`src/hw/rtl/klfc_pkg.sv`:
```
// klfc_pkg: shared constants, key map and command types of the key LED fade controller
// no dependencies; used by the interfaces and by every module of the block

package klfc_pkg;

   localparam int NUM_LEDS   = 17;
   localparam int LED_IDX_W  = $clog2(NUM_LEDS);
   localparam int CSR_IDX_W  = 2;

   localparam logic [2:0] KIND_KEY    = 3'd0;
   localparam logic [2:0] KIND_TICK   = 3'd1;
   localparam logic [2:0] KIND_ENABLE = 3'd2;
   localparam logic [2:0] KIND_SLEEP  = 3'd3;
   localparam logic [2:0] KIND_WAKE   = 3'd4;

   localparam logic [CSR_IDX_W-1:0] CSR_THEME_RED   = 2'd0;
   localparam logic [CSR_IDX_W-1:0] CSR_THEME_GREEN = 2'd1;
   localparam logic [CSR_IDX_W-1:0] CSR_THEME_BLUE  = 2'd2;
   localparam logic [CSR_IDX_W-1:0] CSR_FADE_STEP   = 2'd3;

   localparam logic [7:0] NO_LED      = 8'hFF;
   localparam logic [7:0] FULL_BRIGHT = 8'd255;

   typedef enum logic [1:0] {
      CMD_KEY,
      CMD_TICK,
      CMD_CLEAR
   } cmd_op_type;

   typedef struct packed {
      cmd_op_type           op;
      logic [LED_IDX_W-1:0] led;
      logic                 supply;
      logic                 stop_fade;
   } cmd_type;

   typedef logic [7:0] key_row_type [0:3];
   localparam key_row_type KEY_MAP [0:7] = '{
      '{NO_LED, NO_LED, NO_LED, NO_LED},
      '{8'd0,   8'd1,   8'd2,   8'd3},
      '{8'd4,   8'd5,   8'd6,   NO_LED},
      '{8'd7,   8'd8,   8'd9,   8'd10},
      '{8'd11,  8'd12,  8'd13,  NO_LED},
      '{8'd14,  8'd15,  NO_LED, 8'd16},
      '{NO_LED, NO_LED, NO_LED, NO_LED},
      '{NO_LED, NO_LED, NO_LED, NO_LED}
   };

   // led number for a matrix position, NO_LED where nothing is wired
   function automatic logic [7:0] key_to_led(input logic [2:0] row, input logic [2:0] col);
      logic [7:0] led;
      led = NO_LED;
      if (col[2] == 1'b0) begin
         led = KEY_MAP[row][col[1:0]];
      end
      if (led >= 8'(NUM_LEDS)) begin
         led = NO_LED;
      end
      return led;
   endfunction

   // c * b / 255 for 8-bit operands, exact over the full product range
   function automatic logic [7:0] scale(input logic [7:0] c, input logic [7:0] b);
      logic [15:0] prod;
      logic [16:0] sum;
      prod = 16'(c) * 16'(b);
      sum  = 17'(prod) + 17'(prod[15:8]) + 17'd1;
      return sum[15:8];
   endfunction

endpackage

```
`src/hw/rtl/klfc_if.sv`:
```
// klfc_if: valid/ready channel interfaces for request, response and csr words
// depends on klfc_pkg

interface klfc_req_if import klfc_pkg::*; ();
   logic       valid;
   logic       ready;
   logic [2:0] kind;
   logic       key_pressed;
   logic [2:0] key_row;
   logic [2:0] key_col;
   logic       enable_value;

   modport source (output valid, kind, key_pressed, key_row, key_col, enable_value,
                   input ready);
   modport sink   (input valid, kind, key_pressed, key_row, key_col, enable_value,
                   output ready);
endinterface

interface klfc_rsp_if import klfc_pkg::*; ();
   logic       valid;
   logic       ready;
   logic [4:0] led_index;
   logic [7:0] red;
   logic [7:0] green;
   logic [7:0] blue;
   logic       last_pixel;
   logic       power_on;

   modport source (output valid, led_index, red, green, blue, last_pixel, power_on,
                   input ready);
   modport sink   (input valid, led_index, red, green, blue, last_pixel, power_on,
                   output ready);
endinterface

interface klfc_csr_if import klfc_pkg::*; ();
   logic                 valid;
   logic                 ready;
   logic [CSR_IDX_W-1:0] index;
   logic [7:0]           data;

   modport source (output valid, index, data, input ready);
   modport sink   (input valid, index, data, output ready);
endinterface

```
`src/hw/rtl/klfc_front.sv`:
```
// klfc_front: accepts request words, tracks enable and power-down, issues commands
// depends on klfc_pkg and klfc_if

module klfc_front import klfc_pkg::*; (
   input  logic      clock,
   input  logic      reset,
   klfc_req_if.sink  req,
   input  logic      q_full,
   output logic      q_push,
   output cmd_type   q_cmd
);

   logic strip_enabled_ff, strip_enabled_in;
   logic powered_down_ff, powered_down_in;
   logic accept;
   logic [7:0] led;

   assign req.ready = !q_full;
   assign accept    = req.valid && req.ready;
   assign led       = key_to_led(req.key_row, req.key_col);

   always_comb begin
      strip_enabled_in = strip_enabled_ff;
      powered_down_in  = powered_down_ff;
      q_push           = 1'b0;
      q_cmd.op         = CMD_CLEAR;
      q_cmd.led        = led[LED_IDX_W-1:0];
      q_cmd.supply     = 1'b0;
      q_cmd.stop_fade  = 1'b0;
      case (req.kind)
         KIND_KEY: begin
            q_cmd.op = CMD_KEY;
            q_push   = req.key_pressed && strip_enabled_ff && !powered_down_ff &&
                       (led != NO_LED);
         end
         KIND_TICK: begin
            // the back end drops it when no fade is running
            q_cmd.op = CMD_TICK;
            q_push   = 1'b1;
         end
         KIND_ENABLE: begin
            strip_enabled_in = req.enable_value;
            q_cmd.supply     = req.enable_value;
            q_cmd.stop_fade  = !req.enable_value;
            q_push           = 1'b1;
         end
         KIND_SLEEP: begin
            powered_down_in = 1'b1;
            q_cmd.stop_fade = 1'b1;
            q_push          = !powered_down_ff;
         end
         KIND_WAKE: begin
            powered_down_in = 1'b0;
            q_cmd.supply    = 1'b1;
            q_push          = powered_down_ff && strip_enabled_ff;
         end
         default: begin
            q_push = 1'b0;
         end
      endcase
      if (!accept) begin
         strip_enabled_in = strip_enabled_ff;
         powered_down_in  = powered_down_ff;
         q_push           = 1'b0;
      end
   end

   always_ff @(posedge clock) begin
      if (reset) begin
         strip_enabled_ff <= 1'b1;
         powered_down_ff  <= 1'b0;
      end else begin
         strip_enabled_ff <= strip_enabled_in;
         powered_down_ff  <= powered_down_in;
      end
   end

endmodule

```
`src/hw/rtl/klfc_queue.sv`:
```
// klfc_queue: two-entry command queue between front and back end
// depends on klfc_pkg

module klfc_queue import klfc_pkg::*; (
   input  logic    clock,
   input  logic    reset,
   input  logic    push,
   input  cmd_type push_cmd,
   output logic    full,
   input  logic    pop,
   output logic    empty,
   output cmd_type head
);

   cmd_type    slot_ff [0:1];
   logic       wr_ptr_ff, wr_ptr_in;
   logic       rd_ptr_ff, rd_ptr_in;
   logic [1:0] count_ff, count_in;
   logic       do_push, do_pop;

   assign full    = (count_ff == 2'd2);
   assign empty   = (count_ff == 2'd0);
   assign head    = slot_ff[rd_ptr_ff];
   assign do_push = push && !full;
   assign do_pop  = pop && !empty;

   always_comb begin
      wr_ptr_in = wr_ptr_ff ^ do_push;
      rd_ptr_in = rd_ptr_ff ^ do_pop;
      count_in  = count_ff + 2'(do_push) - 2'(do_pop);
   end

   always_ff @(posedge clock) begin
      if (reset) begin
         wr_ptr_ff <= 1'b0;
         rd_ptr_ff <= 1'b0;
         count_ff  <= 2'd0;
      end else begin
         wr_ptr_ff <= wr_ptr_in;
         rd_ptr_ff <= rd_ptr_in;
         count_ff  <= count_in;
      end
      if (do_push) begin
         slot_ff[wr_ptr_ff] <= push_cmd;
      end
   end

endmodule

```
`src/hw/rtl/klfc_back.sv`:
```
// klfc_back: led store, fade update, theme registers and pixel refresh sweep
// depends on klfc_pkg and klfc_if

module klfc_back import klfc_pkg::*; (
   input  logic      clock,
   input  logic      reset,
   input  logic      q_empty,
   input  cmd_type   q_head,
   output logic      q_pop,
   klfc_csr_if.sink  csr,
   klfc_rsp_if.source rsp
);

   typedef enum logic {
      ST_IDLE,
      ST_SWEEP
   } state_type;

   state_type            state_ff;
   logic [7:0]           bright_ff [0:NUM_LEDS-1];
   logic                 active_ff [0:NUM_LEDS-1];
   logic                 fade_ff;
   logic                 supply_ff;
   logic [7:0]           red_ff, green_ff, blue_ff, step_ff;
   logic [LED_IDX_W-1:0] idx_ff;

   logic                 out_valid_ff;
   logic [4:0]           out_index_ff;
   logic [7:0]           out_red_ff, out_green_ff, out_blue_ff;
   logic                 out_last_ff, out_power_ff;

   logic [7:0]           tick_bright [0:NUM_LEDS-1];
   logic                 tick_active [0:NUM_LEDS-1];
   logic                 tick_any;
   logic                 load;
   logic [7:0]           pix_b;
   logic                 pix_last;

   assign csr.ready = 1'b1;
   assign q_pop     = (state_ff == ST_IDLE) && !q_empty;
   assign load      = (state_ff == ST_SWEEP) && (!out_valid_ff || rsp.ready);
   assign pix_b     = active_ff[idx_ff] ? bright_ff[idx_ff] : 8'd0;
   assign pix_last  = (idx_ff == LED_IDX_W'(NUM_LEDS - 1));

   assign rsp.valid      = out_valid_ff;
   assign rsp.led_index  = out_index_ff;
   assign rsp.red        = out_red_ff;
   assign rsp.green      = out_green_ff;
   assign rsp.blue       = out_blue_ff;
   assign rsp.last_pixel = out_last_ff;
   assign rsp.power_on   = out_power_ff;

   // one fade tick over every led at once
   always_comb begin
      tick_any = 1'b0;
      for (int i = 0; i < NUM_LEDS; i++) begin
         tick_bright[i] = bright_ff[i];
         tick_active[i] = active_ff[i];
         if (active_ff[i]) begin
            if (bright_ff[i] > step_ff) begin
               tick_bright[i] = bright_ff[i] - step_ff;
               tick_any       = 1'b1;
            end else begin
               tick_bright[i] = 8'd0;
               tick_active[i] = 1'b0;
            end
         end
      end
   end

   always_ff @(posedge clock) begin
      if (reset) begin
         state_ff     <= ST_IDLE;
         fade_ff      <= 1'b0;
         supply_ff    <= 1'b1;
         red_ff       <= 8'd0;
         green_ff     <= 8'd255;
         blue_ff      <= 8'd0;
         step_ff      <= 8'd4;
         idx_ff       <= '0;
         out_valid_ff <= 1'b0;
         for (int i = 0; i < NUM_LEDS; i++) begin
            bright_ff[i] <= 8'd0;
            active_ff[i] <= 1'b0;
         end
      end else begin
         if (csr.valid) begin
            case (csr.index)
               CSR_THEME_RED:   red_ff   <= csr.data;
               CSR_THEME_GREEN: green_ff <= csr.data;
               CSR_THEME_BLUE:  blue_ff  <= csr.data;
               CSR_FADE_STEP:   step_ff  <= csr.data;
               default:         red_ff   <= red_ff;
            endcase
         end
         if (load) begin
            out_valid_ff <= 1'b1;
         end else if (rsp.ready) begin
            out_valid_ff <= 1'b0;
         end
         case (state_ff)
            ST_IDLE: begin
               idx_ff <= '0;
               if (!q_empty) begin
                  case (q_head.op)
                     CMD_KEY: begin
                        bright_ff[q_head.led] <= FULL_BRIGHT;
                        active_ff[q_head.led] <= 1'b1;
                        fade_ff               <= 1'b1;
                        state_ff              <= ST_SWEEP;
                     end
                     CMD_TICK: begin
                        if (fade_ff) begin
                           bright_ff <= tick_bright;
                           active_ff <= tick_active;
                           fade_ff   <= tick_any;
                           state_ff  <= ST_SWEEP;
                        end
                     end
                     CMD_CLEAR: begin
                        for (int i = 0; i < NUM_LEDS; i++) begin
                           bright_ff[i] <= 8'd0;
                           active_ff[i] <= 1'b0;
                        end
                        supply_ff <= q_head.supply;
                        if (q_head.stop_fade) begin
                           fade_ff <= 1'b0;
                        end
                        state_ff <= ST_SWEEP;
                     end
                     default: begin
                        state_ff <= ST_IDLE;
                     end
                  endcase
               end
            end
            ST_SWEEP: begin
               if (load) begin
                  idx_ff <= idx_ff + LED_IDX_W'(1);
                  if (pix_last) begin
                     state_ff <= ST_IDLE;
                  end
               end
            end
            default: begin
               state_ff <= ST_IDLE;
            end
         endcase
      end
      if (load) begin
         out_index_ff <= 5'(idx_ff);
         out_red_ff   <= scale(red_ff, pix_b);
         out_green_ff <= scale(green_ff, pix_b);
         out_blue_ff  <= scale(blue_ff, pix_b);
         out_last_ff  <= pix_last;
         out_power_ff <= supply_ff;
      end
   end

endmodule

```
`src/hw/rtl/keypress_led_fade_controller.sv`:
```
// keypress_led_fade_controller: top level of the per-key led fade engine
// depends on klfc_pkg, klfc_if, klfc_front, klfc_queue, klfc_back
//
//   channel  dir  word                                               handshake
//   req_ch   in   kind, key_pressed, key_row, key_col, enable_value  valid/ready
//   rsp_ch   out  led_index, red, green, blue, last_pixel, power_on  valid/ready
//   csr_ch   in   index (0 red, 1 green, 2 blue, 3 fade step), data  valid/ready
//
// a request word that changes the picture gives 17 pixel words, one per cycle
// unless rsp stalls, after the back end takes its command; the sweep sets the rate
// requests are classified on arrival and wait in a two-entry command queue
// reset is synchronous; csr words are taken every cycle
// a stalled response holds the sweep, and the queue then fills and drops req ready

module keypress_led_fade_controller import klfc_pkg::*; (
   input  logic        clock,
   input  logic        reset,
   klfc_req_if.sink    req_ch,
   klfc_rsp_if.source  rsp_ch,
   klfc_csr_if.sink    csr_ch
);

   logic    q_push, q_full, q_pop, q_empty;
   cmd_type q_cmd, q_head;

   klfc_front u_front (
      .clock  (clock),
      .reset  (reset),
      .req    (req_ch),
      .q_full (q_full),
      .q_push (q_push),
      .q_cmd  (q_cmd)
   );

   klfc_queue u_queue (
      .clock    (clock),
      .reset    (reset),
      .push     (q_push),
      .push_cmd (q_cmd),
      .full     (q_full),
      .pop      (q_pop),
      .empty    (q_empty),
      .head     (q_head)
   );

   klfc_back u_back (
      .clock   (clock),
      .reset   (reset),
      .q_empty (q_empty),
      .q_head  (q_head),
      .q_pop   (q_pop),
      .csr     (csr_ch),
      .rsp     (rsp_ch)
   );

endmodule
```
`src/flat_wrapper.sv`:
```
// flat-port wrapper written by rule: the top's interface ports become plain ports
module keypress_led_fade_controller_flat import klfc_pkg::*;
  (clock, reset, req_ch_valid, req_ch_kind, req_ch_key_pressed, req_ch_key_row, req_ch_key_col, req_ch_enable_value, req_ch_ready, rsp_ch_valid, rsp_ch_led_index, rsp_ch_red, rsp_ch_green, rsp_ch_blue, rsp_ch_last_pixel, rsp_ch_power_on, rsp_ch_ready, csr_ch_valid, csr_ch_index, csr_ch_data, csr_ch_ready);
  klfc_req_if req_ch_i ();
  klfc_rsp_if rsp_ch_i ();
  klfc_csr_if csr_ch_i ();
  input  logic clock;
  input  logic reset;
  input wire logic [$bits(req_ch_i.valid)-1:0] req_ch_valid;
  input wire logic [$bits(req_ch_i.kind)-1:0] req_ch_kind;
  input wire logic [$bits(req_ch_i.key_pressed)-1:0] req_ch_key_pressed;
  input wire logic [$bits(req_ch_i.key_row)-1:0] req_ch_key_row;
  input wire logic [$bits(req_ch_i.key_col)-1:0] req_ch_key_col;
  input wire logic [$bits(req_ch_i.enable_value)-1:0] req_ch_enable_value;
  output wire logic [$bits(req_ch_i.ready)-1:0] req_ch_ready;
  output wire logic [$bits(rsp_ch_i.valid)-1:0] rsp_ch_valid;
  output wire logic [$bits(rsp_ch_i.led_index)-1:0] rsp_ch_led_index;
  output wire logic [$bits(rsp_ch_i.red)-1:0] rsp_ch_red;
  output wire logic [$bits(rsp_ch_i.green)-1:0] rsp_ch_green;
  output wire logic [$bits(rsp_ch_i.blue)-1:0] rsp_ch_blue;
  output wire logic [$bits(rsp_ch_i.last_pixel)-1:0] rsp_ch_last_pixel;
  output wire logic [$bits(rsp_ch_i.power_on)-1:0] rsp_ch_power_on;
  input wire logic [$bits(rsp_ch_i.ready)-1:0] rsp_ch_ready;
  input wire logic [$bits(csr_ch_i.valid)-1:0] csr_ch_valid;
  input wire logic [$bits(csr_ch_i.index)-1:0] csr_ch_index;
  input wire logic [$bits(csr_ch_i.data)-1:0] csr_ch_data;
  output wire logic [$bits(csr_ch_i.ready)-1:0] csr_ch_ready;
  assign req_ch_i.valid = req_ch_valid;
  assign req_ch_i.kind = req_ch_kind;
  assign req_ch_i.key_pressed = req_ch_key_pressed;
  assign req_ch_i.key_row = req_ch_key_row;
  assign req_ch_i.key_col = req_ch_key_col;
  assign req_ch_i.enable_value = req_ch_enable_value;
  assign req_ch_ready = req_ch_i.ready;
  assign rsp_ch_valid = rsp_ch_i.valid;
  assign rsp_ch_led_index = rsp_ch_i.led_index;
  assign rsp_ch_red = rsp_ch_i.red;
  assign rsp_ch_green = rsp_ch_i.green;
  assign rsp_ch_blue = rsp_ch_i.blue;
  assign rsp_ch_last_pixel = rsp_ch_i.last_pixel;
  assign rsp_ch_power_on = rsp_ch_i.power_on;
  assign rsp_ch_i.ready = rsp_ch_ready;
  assign csr_ch_i.valid = csr_ch_valid;
  assign csr_ch_i.index = csr_ch_index;
  assign csr_ch_i.data = csr_ch_data;
  assign csr_ch_ready = csr_ch_i.ready;
  keypress_led_fade_controller u_core (.clock(clock), .reset(reset), .req_ch(req_ch_i), .rsp_ch(rsp_ch_i), .csr_ch(csr_ch_i));
endmodule
```
`config.mk`:
```
export PLATFORM = sky130hd
export DESIGN_NAME = keypress_led_fade_controller_flat
export DESIGN_NICKNAME = d
export VERILOG_FILES = /design/src/hw/rtl/klfc_pkg.sv /design/src/hw/rtl/klfc_if.sv /design/src/hw/rtl/klfc_front.sv /design/src/hw/rtl/klfc_queue.sv /design/src/hw/rtl/klfc_back.sv /design/src/hw/rtl/keypress_led_fade_controller.sv /design/src/flat_wrapper.sv
export SDC_FILE = /design/constraint.sdc
export NUM_CORES = 1
export LEC_CHECK = 0
export ABC_AREA = 0
export ABC_CLOCK_PERIOD_IN_PS = 9700
export BUFFER_PORTS_ARGS = -buffer_cell sky130_fd_sc_hd__buf_2
export CORE_UTILIZATION = 45
export CTS_CLUSTER_DIAMETER = 30
export CTS_CLUSTER_SIZE = 28
export DETAILED_ROUTE_END_ITERATION = 10
export HOLD_SLACK_MARGIN = 0.02
export SYNTH_ARGS = -nofsm -noshare
export SYNTH_HDL_FRONTEND = slang
export SYNTH_SLANG_ARGS = --single-unit
```
`constraint.sdc`:
```
create_clock -name clock -period 9.7 [get_ports clock]
set_clock_uncertainty 0.2 [all_clocks]
set_input_delay 0.485 -clock clock [delete_from_list [all_inputs] [get_ports clock]]
set_output_delay 0.485 -clock clock [all_outputs]
set_load 0.05 [all_outputs]
```
==> results_tabular.tex, run 1 <==
\begin{tabular}{lr}
\hline
Metric & Value \\
\hline
\multicolumn{2}{l}{\textbf{Clock network}} \\
\quad Setup Fix Bufs, Post-CTS & 0 \\
\quad Clock tree from TritonCTS & done \\
\quad Count of instances resized after the clock tree is built & 0 \\
\quad Num CTS Buffers & 73 \\
\quad CTS Sinks & 249 \\
\quad Clock buffer depth & 3 \\
\quad Clock-pin slew of the registers on the worst-case setup and hold paths & 40 ps \\
\quad Count of hold buffers inserted by post-cts repair & 9 \\
\quad Level count of the clock H-tree & 3 \\
\quad CTS Root Cell & sky130\_fd\_sc\_hd\_\_clkbuf\_16 \\
\quad Clock Latency Late Sink & 610 ps \\
\multicolumn{2}{l}{\textbf{Detailed routing}} \\
\quad DR vias/cell & 5.84 \\
\quad Total routed wirelength & 74.5 mm \\
\quad Iter 0 DRT Violations & 1513 \\
\quad Routed length per instance & 19.5 um \\
\quad Number of vias in the routed layout & 22285 \\
\quad Antenna-violating nets left & 0 \\
\quad Number of optimization iterations in the first detailed-route pass & 6 \\
\quad DRC Markers & 0 \\
\multicolumn{2}{l}{\textbf{STA}} \\
\quad Fin Setup TNS & 0 ps \\
\quad Worst-margin pin slew & 1270 ps \\
\quad Max Slew Vio Count & 0 \\
\quad Part of the cycle the worst path needs & 92.5\% \\
\quad Clock period minus final worst setup slack & 8980 ps \\
\quad Unrepaired setup endpoints after global routing & false \\
\quad Worst rel slew slack & 15.4\% \\
\quad Hold\_ws & 78.0 ps \\
\quad FMAX & 0.111 GHz \\
\quad Final hold violation count & 0 \\
\quad Worst Slack Setup Final & 723 ps \\
\quad Final setup violation count & 0 \\
\multicolumn{2}{l}{\textbf{GRT}} \\
\quad Pin count of the biggest net entering global routing & 105 \\
\quad Remaining global-route overflow & 0 \\
\quad Overall track demand over capacity in global routing & 26.2\% \\
\quad Via count of the first global-routing pass & 21381 \\
\quad Antenna violations before repair & 0 \\
\quad Wire length of the first global-routing pass & 116 mm \\
\multicolumn{2}{l}{\textbf{Finish}} \\
\quad Combined area of the multi-input logic cells & 17900 um2 \\
\quad Total area of sequential cells & 5480 um2 \\
\quad Net count, final & 3491 \\
\quad Final core area utilization & 52.4\% \\
\quad Number of non-filler instances in the completed layout & 3815 \\
\quad Area growth from synthesis to final layout & 13.8\% \\
\quad Share of cells above drive strength 1 & 9.75\% \\
\quad Area of all placed cells without fillers & 28400 um2 \\
\quad Ant. Diodes & 0 \\
\quad Fill cell total of the finished layout & 5013 \\
\multicolumn{2}{l}{\textbf{Synthesis}} \\
\quad Number of synthesized register bits & 249 \\
\quad Yosys warns & 0 \\
\quad Cell type with the highest aggregate area in the netlist & sky130\_fd\_sc\_hd\_\_dfxtp\_1 \\
\quad Sequential share of the synthesized area & 22.0\% \\
\quad Area share of the largest cell type after synthesis & 16.1\% \\
\quad Net count after synthesis & 3437 \\
\quad Post-Synthesis Cell Area & 24900 um2 \\
\quad Complex-gate fraction of the synthesized area & 16.0\% \\
\quad Fraction of synthesized cell area in xor and xnor cells & 4.88\% \\
\quad Largest family of logic cells by synthesized area & adder cells \\
\quad Multiplexer share of the synthesized area & 5.23\% \\
\quad Adder-Cell Fraction of Synth Area & 24.0\% \\
\quad Avg Cell Area, Syn & 8.29 um2 \\
\quad Post-synth EDFFs & 49 \\
\quad Top\_reg\_cell synth & sky130\_fd\_sc\_hd\_\_dfxtp\_1 \\
\quad Async set or reset register ratio after synthesis & 0\% \\
\quad Fraction of the mapped netlist area in simple logic gates & 21.5\% \\
\quad Synthesized instance count & 3007 \\
\quad Main area contributors after synthesis & sky130\_fd\_sc\_hd\_\_dfxtp\_1 (16\%), sky130\_fd\_sc\_hd\_\_ha\_1 (14\%), sky130\_fd\_sc\_hd\_\_fa\_1 (10\%), sky130\_fd\_sc\_hd\_\_nor2\_1 (6.3\%), sky130\_fd\_sc\_hd\_\_edfxtp\_1 (5.9\%) \\
\quad Number of distinct library cells after synthesis & 80 \\
\multicolumn{2}{l}{\textbf{Place}} \\
\quad Place WS & 809 ps \\
\quad Placed cell count & 3673 \\
\quad Count of input and output buffers & 58 \\
\quad Placer congestion estimate & 0.965 \\
\quad Sum of net half-perimeters after detailed placement & 54.6 mm \\
\quad Post-DP Area & 25800 um2 \\
\multicolumn{2}{l}{\textbf{Setup path}} \\
\quad Category of the most critical setup path & reg2reg \\
\quad Number of buffers and inverters on the critical path & 5 \\
\quad Launching element type of the critical path & flop \\
\quad Crit. End Element & flop \\
\quad Largest stage delay on the critical path & 670 ps \\
\quad Signal arrival time at the worst endpoint & 9110 ps \\
\quad Slowest stage cell, crit path & sky130\_fd\_sc\_hd\_\_dfxtp\_2 \\
\quad Maximum fanout along the worst path & 20 \\
\quad Worst flop-to-flop path startpoint & u\_core.u\_back.idx\_ff[1] \\
\quad Crit path required time & 9840 ps \\
\quad Cell family with the largest share of critical-path delay & adder cells \\
\quad Critical path startpoint & u\_core.u\_back.idx\_ff[1] \\
\multicolumn{2}{l}{\textbf{Floorplan}} \\
\quad Initial Util & 46.0\% \\
\quad Number of rows in the core area & 85 \\
\quad Die boundary width & 237 um \\
\quad Die outline height & 237 um \\
\quad Number of ports placed on the die boundary & 60 \\
\quad Core Footprint & 54200 um2 \\
\quad Overall die area & 56400 um2 \\
\multicolumn{2}{l}{\textbf{Job}} \\
\quad \# Max-Cap Violations & 0 \\
\multicolumn{2}{l}{\textbf{Hold path}} \\
\quad Min-delay worst type & in2reg \\
\quad Hold Crit Start & req\_ch\_kind[2] \\
\multicolumn{2}{l}{\textbf{Power}} \\
\quad Pwr/cell area & 161 nW/um2 \\
\quad Leak pwr & 12.7 nW \\
\quad Max IR drop VDD & 199 uV \\
\quad Design Power & 4.58 mW \\
\multicolumn{2}{l}{\textbf{Status}} \\
\quad Run status & complete, no violations \\
\hline
\end{tabular}
-- layout make-up --
cell class	instances	share of cell area [%]
multi-input combinational	2351	62.9
timing repair buffer	97	2.15
clock buffer	107	7.75
inverter	289	3.82
clock inverter	26	0.978
sequential	249	19.3
tap	696	3.07
-- final timing paths --
check | slack (ps) | depth (start not counted) | to
setup / recovery | 720 | 30 | u_core.u_back.rsp.blue[7]
hold / removal | 80 | 4 | u_core.u_front.powered_down_ff
setup reg to reg | 720 | 30 | u_core.u_back.rsp.blue[7]
hold reg to reg | 230 | 0 | u_core.u_back.rsp.power_on
-- state kept, by name (all words and copies together), names as in the netlist --
signal / count
u_core.u_back.blue_ff: 8
u_core.u_back.supply_ff: 1
u_core.u_back.rsp.red: 8
u_core.u_back.rsp.green: 8
u_core.u_back.state_ff: 1
u_core.u_back.green_ff: 8
u_core.u_back.active_ff: 17
u_core.u_back.red_ff: 8
u_core.u_front.strip_enabled_ff: 1
u_core.u_back.idx_ff: 5
u_core.u_queue.wr_ptr_ff: 1
u_core.u_back.rsp.led_index: 5
u_core.u_queue.slot_ff: 18
u_core.u_queue.rd_ptr_ff: 1
u_core.u_back.fade_ff: 1
u_core.u_back.rsp.valid: 1
u_core.u_queue.count_ff: 2
u_core.u_back.rsp.power_on: 1
u_core.u_front.powered_down_ff: 1
u_core.u_back.rsp.last_pixel: 1
u_core.u_back.rsp.blue: 8
u_core.u_back.bright_ff: 136
u_core.u_back.step_ff: 8
-- synthesized netlist by cell type (63+ instances only) --
cell,instances
sky130_fd_sc_hd__nor2b_1,63
sky130_fd_sc_hd__nor2_1,420
sky130_fd_sc_hd__xnor2_1,86
sky130_fd_sc_hd__fa_1,125
sky130_fd_sc_hd__inv_1,288
sky130_fd_sc_hd__o21ai_0,118
sky130_fd_sc_hd__a21oi_1,156
sky130_fd_sc_hd__nor3_1,179
sky130_fd_sc_hd__ha_1,279
sky130_fd_sc_hd__and2_1,88
sky130_fd_sc_hd__dfxtp_1,200
sky130_fd_sc_hd__a2bb2oi_1,126
sky130_fd_sc_hd__nand2_1,229
-- where the power goes --
part           leakage (nW)  switching (mW)  internal [mW]
clock network          1.22           0.729           1.64
logic                  9.41           0.666          0.365
registers              2.07          0.0573           1.12
total                  12.7            1.45           3.13
-- logic make-up (layout without fill, tap and decap cells) --
| logic type | after synthesis | after routing |
|---|---|---|
| other | 1 | 1 |
| AO/OA/AOI/OAI | 588 | 588 |
| flip-flops | 249 | 249 |
| multiplexers | 75 | 75 |
| adder cells (fa/ha/maj) | 404 | 404 |
| XOR/XNOR | 139 | 139 |
| buffers and inverters | 407 | 519 |
| AND/OR/NAND/NOR | 1144 | 1144 |
-- worst reg2reg max path, delay by kind of cell (launching register included) --
family,cells,cell delay (ps)
AND/OR/NAND/NOR,7,1880
multiplexers,2,550
AO/OA/AOI/OAI,8,1960
buffers and inverters,5,510
adder cells (fa/ha/maj),6,2670
XOR/XNOR,2,280
flip-flops,1,670
-- layer usage --
metal / vias to the layer above / routed length (um) / track usage, %
li1: 10566 / - / -
met1: 10802 / 31600 / 32.8
met2: 725 / 35400 / 44.0
met3: 192 / 4390 / 4.59
met4: 0 / 3150 / 11.7
met5: - / 0 / 0
-- cell usage in the layout (no fill, tap or decap), types with 25 or more instances in the layout --
cell,instances
sky130_fd_sc_hd__buf_2,57
sky130_fd_sc_hd__nor2b_1,63
sky130_fd_sc_hd__mux2i_1,29
sky130_fd_sc_hd__nand2_1,229
sky130_fd_sc_hd__ha_1,279
sky130_fd_sc_hd__dfxtp_1,198
sky130_fd_sc_hd__inv_1,287
sky130_fd_sc_hd__clkbuf_16,78
sky130_fd_sc_hd__o21ai_0,118
sky130_fd_sc_hd__xor2_1,53
sky130_fd_sc_hd__edfxtp_1,49
sky130_fd_sc_hd__nor2_1,420
sky130_fd_sc_hd__a21o_1,32
sky130_fd_sc_hd__mux4_2,44
sky130_fd_sc_hd__buf_4,30
sky130_fd_sc_hd__a2bb2oi_1,126
sky130_fd_sc_hd__a21oi_1,155
sky130_fd_sc_hd__and2_1,87
sky130_fd_sc_hd__xnor2_1,86
sky130_fd_sc_hd__nand3_1,25
sky130_fd_sc_hd__fa_1,125
sky130_fd_sc_hd__nor3_1,178
sky130_fd_sc_hd__nand4_1,31
Power figures use the tool's default switching activity.
==> run 2, diff against run 1 <==
--- a/config.mk
+++ b/config.mk
@@ -8,7 +8,7 @@
 export ABC_AREA = 0
 export ABC_CLOCK_PERIOD_IN_PS = 9700
 export BUFFER_PORTS_ARGS = -buffer_cell sky130_fd_sc_hd__buf_2
-export CORE_UTILIZATION = 45
+export CORE_UTILIZATION = 25
 export CTS_CLUSTER_DIAMETER = 30
 export CTS_CLUSTER_SIZE = 28
 export DETAILED_ROUTE_END_ITERATION = 10
==> run 2 against run 1 <==
- non-clock buffer count rose by 2
- fmax up 1.1%
- wire length is 0.48% higher
- final cell count grew 16%
- first-iteration DRC count is 15% higher
- count of clock-buffer cells in the layout down 8
- sequential share of layout area shrank 0.76 points
- flip-flop and latch count unchanged
- utilization is 22 points lower
==> results_tabular.tex, run 2 (synthesis gave the netlist of run 1 again) <==
\begin{tabular}{lr}
\hline
Metric & Value \\
\hline
\multicolumn{2}{l}{\textbf{Status}} \\
\quad Run status & complete, no violations \\
\multicolumn{2}{l}{\textbf{Clock network}} \\
\quad Clock buffer depth & 3 \\
\quad Clock-pin slew of the registers on the worst-case setup and hold paths & 40 ps \\
\quad Num CTS Buffers & 79 \\
\quad CTS Sinks & 249 \\
\quad Level count of the clock H-tree & 3 \\
\quad Clock tree from TritonCTS & done \\
\quad CTS Root Cell & sky130\_fd\_sc\_hd\_\_clkbuf\_16 \\
\quad Clock Latency Late Sink & 640 ps \\
\quad Setup Fix Bufs, Post-CTS & 0 \\
\multicolumn{2}{l}{\textbf{Detailed routing}} \\
\quad Number of optimization iterations in the first detailed-route pass & 6 \\
\quad Antenna-violating nets left & 0 \\
\quad Total routed wirelength & 74.9 mm \\
\quad DRC Markers & 0 \\
\quad Iter 0 DRT Violations & 1738 \\
\quad Number of vias in the routed layout & 21972 \\
\quad DR vias/cell & 4.97 \\
\quad Routed length per instance & 16.9 um \\
\multicolumn{2}{l}{\textbf{Floorplan}} \\
\quad Number of rows in the core area & 115 \\
\quad Initial Util & 25.3\% \\
\quad Overall die area & 101000 um2 \\
\quad Die outline height & 318 um \\
\quad Die boundary width & 318 um \\
\quad Core Footprint & 98600 um2 \\
\quad Number of ports placed on the die boundary & 60 \\
\multicolumn{2}{l}{\textbf{Finish}} \\
\quad Share of cells above drive strength 1 & 10.2\% \\
\quad Largest registers & u\_core.u\_back.bright\_ff x136, u\_core.u\_queue.slot\_ff x18, u\_core.u\_back.active\_ff x17 \\
\quad Leading cell types in the layout, fill and taps excluded & sky130\_fd\_sc\_hd\_\_nor2\_1 (420), sky130\_fd\_sc\_hd\_\_inv\_1 (287), sky130\_fd\_sc\_hd\_\_ha\_1 (279) \\
\quad Net count, final & 3499 \\
\quad Largest reg by FF count & u\_core.u\_back.bright\_ff \\
\quad Number of flip-flops in the largest register & 136 \\
\quad Area growth from synthesis to final layout & 18.5\% \\
\quad Most common cell after layout, fill and taps aside & sky130\_fd\_sc\_hd\_\_nor2\_1 \\
\quad Fill cell total of the finished layout & 10297 \\
\multicolumn{2}{l}{\textbf{Setup path}} \\
\quad Register-to-register setup slack & 820 ps \\
\quad Maximum fanout along the worst path & 30 \\
\quad Largest stage delay on the critical path & 910 ps \\
\quad Worst flop-to-flop path startpoint & u\_core.u\_back.idx\_ff[0] \\
\quad Crit path required time & 9870 ps \\
\quad Launching element type of the critical path & flop \\
\quad Crit. End Element & flop \\
\quad Number of cells traversed by the worst register-to-register path & 29 \\
\quad Signal arrival time at the worst endpoint & 9050 ps \\
\quad Capture point of the worst reg-to-reg path & u\_core.u\_back.rsp.blue[7] \\
\quad Slowest stage cell, crit path & sky130\_fd\_sc\_hd\_\_dfxtp\_2 \\
\quad Category of the most critical setup path & reg2reg \\
\multicolumn{2}{l}{\textbf{Place}} \\
\quad Sum of net half-perimeters after detailed placement & 54.7 mm \\
\quad Count of input and output buffers & 58 \\
\quad Placer congestion estimate & 0.938 \\
\multicolumn{2}{l}{\textbf{GRT}} \\
\quad Wire length of the first global-routing pass & 120 mm \\
\quad Pin count of the biggest net entering global routing & 79 \\
\quad Remaining global-route overflow & 0 \\
\quad Via count of the first global-routing pass & 21488 \\
\quad Overall track demand over capacity in global routing & 14.9\% \\
\quad Antenna violations before repair & 2 \\
\multicolumn{2}{l}{\textbf{Job}} \\
\quad \# Max-Cap Violations & 0 \\
\multicolumn{2}{l}{\textbf{STA}} \\
\quad Unrepaired setup endpoints after global routing & false \\
\quad Part of the cycle the worst path needs & 91.6\% \\
\quad Fin Setup TNS & 0 ps \\
\quad Final hold violation count & 0 \\
\quad Clock period minus final worst setup slack & 8880 ps \\
\quad Worst-margin pin slew & 1250 ps \\
\quad FMAX & 0.113 GHz \\
\quad Worst rel slew slack & 16.8\% \\
\quad Final setup violation count & 0 \\
\quad Max Slew Vio Count & 0 \\
\multicolumn{2}{l}{\textbf{Power}} \\
\quad Design Power & 4.99 mW \\
\quad Pwr/cell area & 169 nW/um2 \\
\quad Leak pwr & 12.9 nW \\
\quad Max IR drop VDD & 117 uV \\
\multicolumn{2}{l}{\textbf{Hold path}} \\
\quad Min-delay worst type & in2reg \\
\quad Depth of the worst hold-timing path & 3 \\
\quad Hold Crit Start & req\_ch\_key\_col[2] \\
\quad Capture endpoint of the worst hold path & u\_core.u\_queue.slot\_ff[0][4] \\
\hline
\end{tabular}
run 2: changes by cell type in the layout (fill, tap and decap cells not counted), moves of 4 or more:
| cell | before | now |
|---|---|---|
| sky130_fd_sc_hd__clkinv_4 | 1 | 5 |
| sky130_fd_sc_hd__bufinv_16 | 3 | 14 |
| sky130_fd_sc_hd__clkbuf_1 | 15 | 10 |
| sky130_fd_sc_hd__clkbuf_8 | 14 | 9 |
run 2: what timing repair did:
action	CTS	global route
gates resized for setup	0	0
endpoints found under the hold margin	33	0
hold buffers	11	0
run 2: cell type report:
cell class	count	area [um2]	share of cell area (%)
multi-input cells	2351	17900	60.5
flip-flops and latches	249	5480	18.5
clock buffers	99	2160	7.32
well taps	1287	1610	5.45
inverters	289	1080	3.67
clock inverters	48	722	2.44
repair buffers	99	632	2.14
diodes	1	2.50	0.00846
run 2: power breakdown:
part / switching (mW) / internal, mW
sequential: 0.0678 / 1.12
combinational: 0.657 / 0.366
clock: 0.824 / 1.95
total: 1.55 / 3.44
run 2: worst max path at each step:
stage                                        from                   endpoint  cells past startpoint
after floorplan           u_core.u_back.idx_ff[0]  u_core.u_back.rsp.blue[7]                     30
after global placement    u_core.u_back.idx_ff[0]  u_core.u_back.rsp.blue[7]                     29
after detailed placement  u_core.u_back.idx_ff[0]  u_core.u_back.rsp.blue[7]                     29
after CTS                 u_core.u_back.idx_ff[0]  u_core.u_back.rsp.blue[7]                     29
after global routing      u_core.u_back.idx_ff[0]  u_core.u_back.rsp.blue[7]                     29
final                     u_core.u_back.idx_ff[0]  u_core.u_back.rsp.blue[7]                     29
run 2: routing by layer:
layer / GRT usage [%] / routed length, um / vias up
met3: 3.25 / 5300 / 165
met5: 0 / 12 / -
met4: 6.09 / 2820 / 2
met1: 19.3 / 33300 / 10516
li1: - / - / 10591
met2: 23.7 / 33400 / 698
run 2: per-stage QoR:
step           area, um2  worst slack (ps)  hold slack, ps  util [%]  cells
3_3_place_gp       26600               887             227      27.0   4264
4_1_cts            29600               792            21.1      30.0   4422
3_5_place_dp       26600               815             227      27.0   4264
6_report           29600               819            43.5      30.0   4423
5_1_grt            29600               168            68.9      30.0   4422
2_1_floorplan      24900              1700             206         -   3007
run 2: critical path, delay by kind of cell, from the launching register on:
kind | cells | cell delay (ps)
AOI/OAI and AO/OA | 7 | 1330
xor gates and xnor gates | 2 | 290
adders and majority gates | 6 | 2600
DFF | 1 | 910
buffers and inverters | 5 | 410
and+or+nand+nor | 7 | 1720
muxes | 2 | 1150
==> run 3, diff against run 2 <==
--- a/config.mk
+++ b/config.mk
@@ -6,7 +6,7 @@
 export NUM_CORES = 1
 export LEC_CHECK = 0
 export ABC_AREA = 0
-export ABC_CLOCK_PERIOD_IN_PS = 9700
+export ABC_CLOCK_PERIOD_IN_PS = 9400
 export BUFFER_PORTS_ARGS = -buffer_cell sky130_fd_sc_hd__buf_2
 export CORE_UTILIZATION = 25
 export CTS_CLUSTER_DIAMETER = 30
==> constraint.sdc (replaced) <==
create_clock -name clock -period 9.4 [get_ports clock]
set_clock_uncertainty 0.2 [all_clocks]
set_input_delay 0.47 -clock clock [delete_from_list [all_inputs] [get_ports clock]]
set_output_delay 0.47 -clock clock [all_outputs]
set_load 0.05 [all_outputs]
==> run 3 against run 2 <==
- sequential share of layout area increased by 0.29 points
- fmax increased by 2.7%
- clock power decreased by 12%
- setup slack got worse by 65 ps
- count of clock-buffer cells in the layout increased by 2
- final cell count decreased by 0.41%
- via count increased by 0.26%
- register-to-register slack got worse by 60 ps
==> results_tabular.tex, run 3 (synthesis gave the netlist of run 1 again) <==
\begin{tabular}{lr}
\hline
Metric & Value \\
\hline
\multicolumn{2}{l}{\textbf{Floorplan}} \\
\quad Number of ports placed on the die boundary & 60 \\
\quad Core Footprint & 98600 um2 \\
\quad Initial Util & 25.3\% \\
\quad Die outline height & 318 um \\
\quad Die boundary width & 318 um \\
\quad Overall die area & 101000 um2 \\
\quad Number of rows in the core area & 115 \\
\multicolumn{2}{l}{\textbf{Clock network}} \\
\quad Clock buffer depth & 3 \\
\quad Clock Latency Late Sink & 630 ps \\
\quad CTS Sinks & 249 \\
\quad Level count of the clock H-tree & 3 \\
\quad Num CTS Buffers & 69 \\
\quad Clock-pin slew of the registers on the worst-case setup and hold paths & 40 ps \\
\quad Clock tree from TritonCTS & done \\
\quad CTS Root Cell & sky130\_fd\_sc\_hd\_\_clkbuf\_16 \\
\multicolumn{2}{l}{\textbf{Hold path}} \\
\quad Hold Crit Start & req\_ch\_key\_col[2] \\
\quad Depth of the worst hold-timing path & 3 \\
\quad Capture endpoint of the worst hold path & u\_core.u\_queue.slot\_ff[1][2] \\
\quad Min-delay worst type & in2reg \\
\multicolumn{2}{l}{\textbf{Place}} \\
\quad Placed cell count & 4266 \\
\quad Count of input and output buffers & 58 \\
\quad Placer congestion estimate & 0.906 \\
\quad Sum of net half-perimeters after detailed placement & 54.6 mm \\
\quad Post-DP Area & 26600 um2 \\
\multicolumn{2}{l}{\textbf{Setup path}} \\
\quad Launching element type of the critical path & flop \\
\quad Slowest stage cell, crit path & sky130\_fd\_sc\_hd\_\_dfxtp\_4 \\
\quad Signal arrival time at the worst endpoint & 8780 ps \\
\quad Cell family with the largest share of critical-path delay & adder cells \\
\quad Largest stage delay on the critical path & 610 ps \\
\quad Maximum fanout along the worst path & 24 \\
\quad Crit. End Element & flop \\
\quad Number of buffers and inverters on the critical path & 3 \\
\quad Register-to-register setup slack & 750 ps \\
\quad Crit path required time & 9530 ps \\
\quad Capture point of the worst reg-to-reg path & u\_core.u\_back.rsp.blue[7] \\
\quad Worst flop-to-flop path startpoint & u\_core.u\_back.idx\_ff[0] \\
\quad Most used cell along the critical path & sky130\_fd\_sc\_hd\_\_fa\_1 \\
\quad Category of the most critical setup path & reg2reg \\
\quad Number of cells traversed by the worst register-to-register path & 27 \\
\multicolumn{2}{l}{\textbf{Finish}} \\
\quad Largest reg by FF count & u\_core.u\_back.bright\_ff \\
\quad Area of all placed cells without fillers & 29100 um2 \\
\quad Number of non-filler instances in the completed layout & 4405 \\
\quad Net count, final & 3491 \\
\quad Area growth from synthesis to final layout & 16.8\% \\
\quad Most common cell after layout, fill and taps aside & sky130\_fd\_sc\_hd\_\_nor2\_1 \\
\quad Share of cells above drive strength 1 & 9.56\% \\
\quad Leading cell types in the layout, fill and taps excluded & sky130\_fd\_sc\_hd\_\_nor2\_1 (420), sky130\_fd\_sc\_hd\_\_inv\_1 (287), sky130\_fd\_sc\_hd\_\_ha\_1 (279) \\
\quad Number of flip-flops in the largest register & 136 \\
\quad Largest registers & u\_core.u\_back.bright\_ff x136, u\_core.u\_queue.slot\_ff x18, u\_core.u\_back.active\_ff x17 \\
\multicolumn{2}{l}{\textbf{Detailed routing}} \\
\quad Iter 0 DRT Violations & 1791 \\
\quad Number of vias in the routed layout & 22029 \\
\quad DRC Markers & 0 \\
\quad Total routed wirelength & 74.7 mm \\
\quad Antenna-violating nets left & 0 \\
\quad Number of optimization iterations in the first detailed-route pass & 6 \\
\quad Routed length per instance & 17.0 um \\
\quad DR vias/cell & 5.00 \\
\multicolumn{2}{l}{\textbf{GRT}} \\
\quad Via count of the first global-routing pass & 21121 \\
\quad Antenna violations before repair & 0 \\
\quad Wire length of the first global-routing pass & 118 mm \\
\quad Remaining global-route overflow & 0 \\
\quad Overall track demand over capacity in global routing & 14.6\% \\
\quad Pin count of the biggest net entering global routing & 73 \\
\multicolumn{2}{l}{\textbf{STA}} \\
\quad Worst rel slew slack & 12.2\% \\
\quad Max Slew Vio Count & 0 \\
\quad Part of the cycle the worst path needs & 92.0\% \\
\quad Fin Setup TNS & 0 ps \\
\quad Unrepaired setup endpoints after global routing & false \\
\quad FMAX & 0.116 GHz \\
\quad Final setup violation count & 0 \\
\quad Hold\_ws & 52.1 ps \\
\quad Clock period minus final worst setup slack & 8650 ps \\
\quad Worst-margin pin slew & 1320 ps \\
\quad Final hold violation count & 0 \\
\multicolumn{2}{l}{\textbf{Job}} \\
\quad \# Max-Cap Violations & 0 \\
\multicolumn{2}{l}{\textbf{Power}} \\
\quad Pwr/cell area & 162 nW/um2 \\
\quad Max IR drop VDD & 109 uV \\
\quad Leak pwr & 12.7 nW \\
\multicolumn{2}{l}{\textbf{Status}} \\
\quad Run status & complete, no violations \\
\hline
\end{tabular}
[run 3: worst register-to-register path, stage by stage, from the launching register on]
cell,delay (ps)
sky130_fd_sc_hd__dfxtp_4,610
sky130_fd_sc_hd__buf_4,260
sky130_fd_sc_hd__mux4_2,560
sky130_fd_sc_hd__mux4_2,520
sky130_fd_sc_hd__a22oi_1,290
sky130_fd_sc_hd__nor2_1,250
sky130_fd_sc_hd__buf_4,260
sky130_fd_sc_hd__nand2_1,110
sky130_fd_sc_hd__fa_1,410
sky130_fd_sc_hd__fa_1,510
sky130_fd_sc_hd__fa_1,420
sky130_fd_sc_hd__fa_1,490
sky130_fd_sc_hd__inv_1,40
sky130_fd_sc_hd__ha_1,330
sky130_fd_sc_hd__nand3_1,100
sky130_fd_sc_hd__nor2_1,60
sky130_fd_sc_hd__o31a_1,300
sky130_fd_sc_hd__o2111a_1,240
sky130_fd_sc_hd__or4_1,470
sky130_fd_sc_hd__a31oi_1,210
sky130_fd_sc_hd__xnor2_1,140
sky130_fd_sc_hd__ha_1,290
sky130_fd_sc_hd__o21ai_0,70
sky130_fd_sc_hd__o21bai_1,180
sky130_fd_sc_hd__nand3_1,170
sky130_fd_sc_hd__nor4_1,540
sky130_fd_sc_hd__nand3_1,160
sky130_fd_sc_hd__xnor2_1,150
[run 3: cell type report]
class                      count  area, um2
tap                         1287       1610
sequential                   249       5480
inverter                     289       1080
timing repair buffer         101        647
clock inverter                26        399
fill                       10256      69400
multi-input combinational   2351      17900
antenna                        1       2.50
clock buffer                 101       2040
[run 3: repair_timing]
action	4_1_cts	5_1_grt
buffers inserted	0	0
endpoints found under the setup margin	0	7
endpoints found under the hold margin	34	0
hold buffers	11	0
gates resized for setup	0	2
[run 3: power breakdown]
| group | internal [mW] | switching [mW] |
|---|---|---|
| sequential | 1.15 | 0.0696 |
| clock | 1.68 | 0.777 |
| combinational | 0.376 | 0.679 |
[run 3: worst max path at each step]
stage | from | end | slack, ps | depth (start not counted)
2_1_floorplan | u_core.u_back.idx_ff[0] | u_core.u_back.rsp.blue[7] | 1400 | 30
3_3_place_gp | u_core.u_back.idx_ff[0] | u_core.u_back.rsp.blue[7] | 560 | 32
3_5_place_dp | u_core.u_back.idx_ff[0] | u_core.u_back.rsp.blue[7] | 550 | 32
4_1_cts | u_core.u_back.idx_ff[0] | u_core.u_back.rsp.blue[7] | 500 | 32
5_1_grt | u_core.u_back.idx_ff[0] | u_core.u_back.rsp.blue[7] | 90 | 32
6_report | u_core.u_back.idx_ff[0] | u_core.u_back.rsp.blue[7] | 750 | 27
[run 3: metal layers]
layer  GRT usage, %  part of all wire [%]
met1           19.6                    45
met5              0                     0
met3           2.59                   6.6
met2           23.2                    45
met4           5.42                   3.4
[run 3: per-stage QoR]
stage / utilization, % / setup slack [ps] / power (mW)
floorplan: - / 1400 / 2.01
global placement: 27.0 / 563 / 2.27
detailed placement: 27.0 / 552 / 2.28
CTS: 29.6 / 504 / 4.76
global route: 29.6 / 85.6 / 4.93
finish: 29.6 / 754 / 4.73
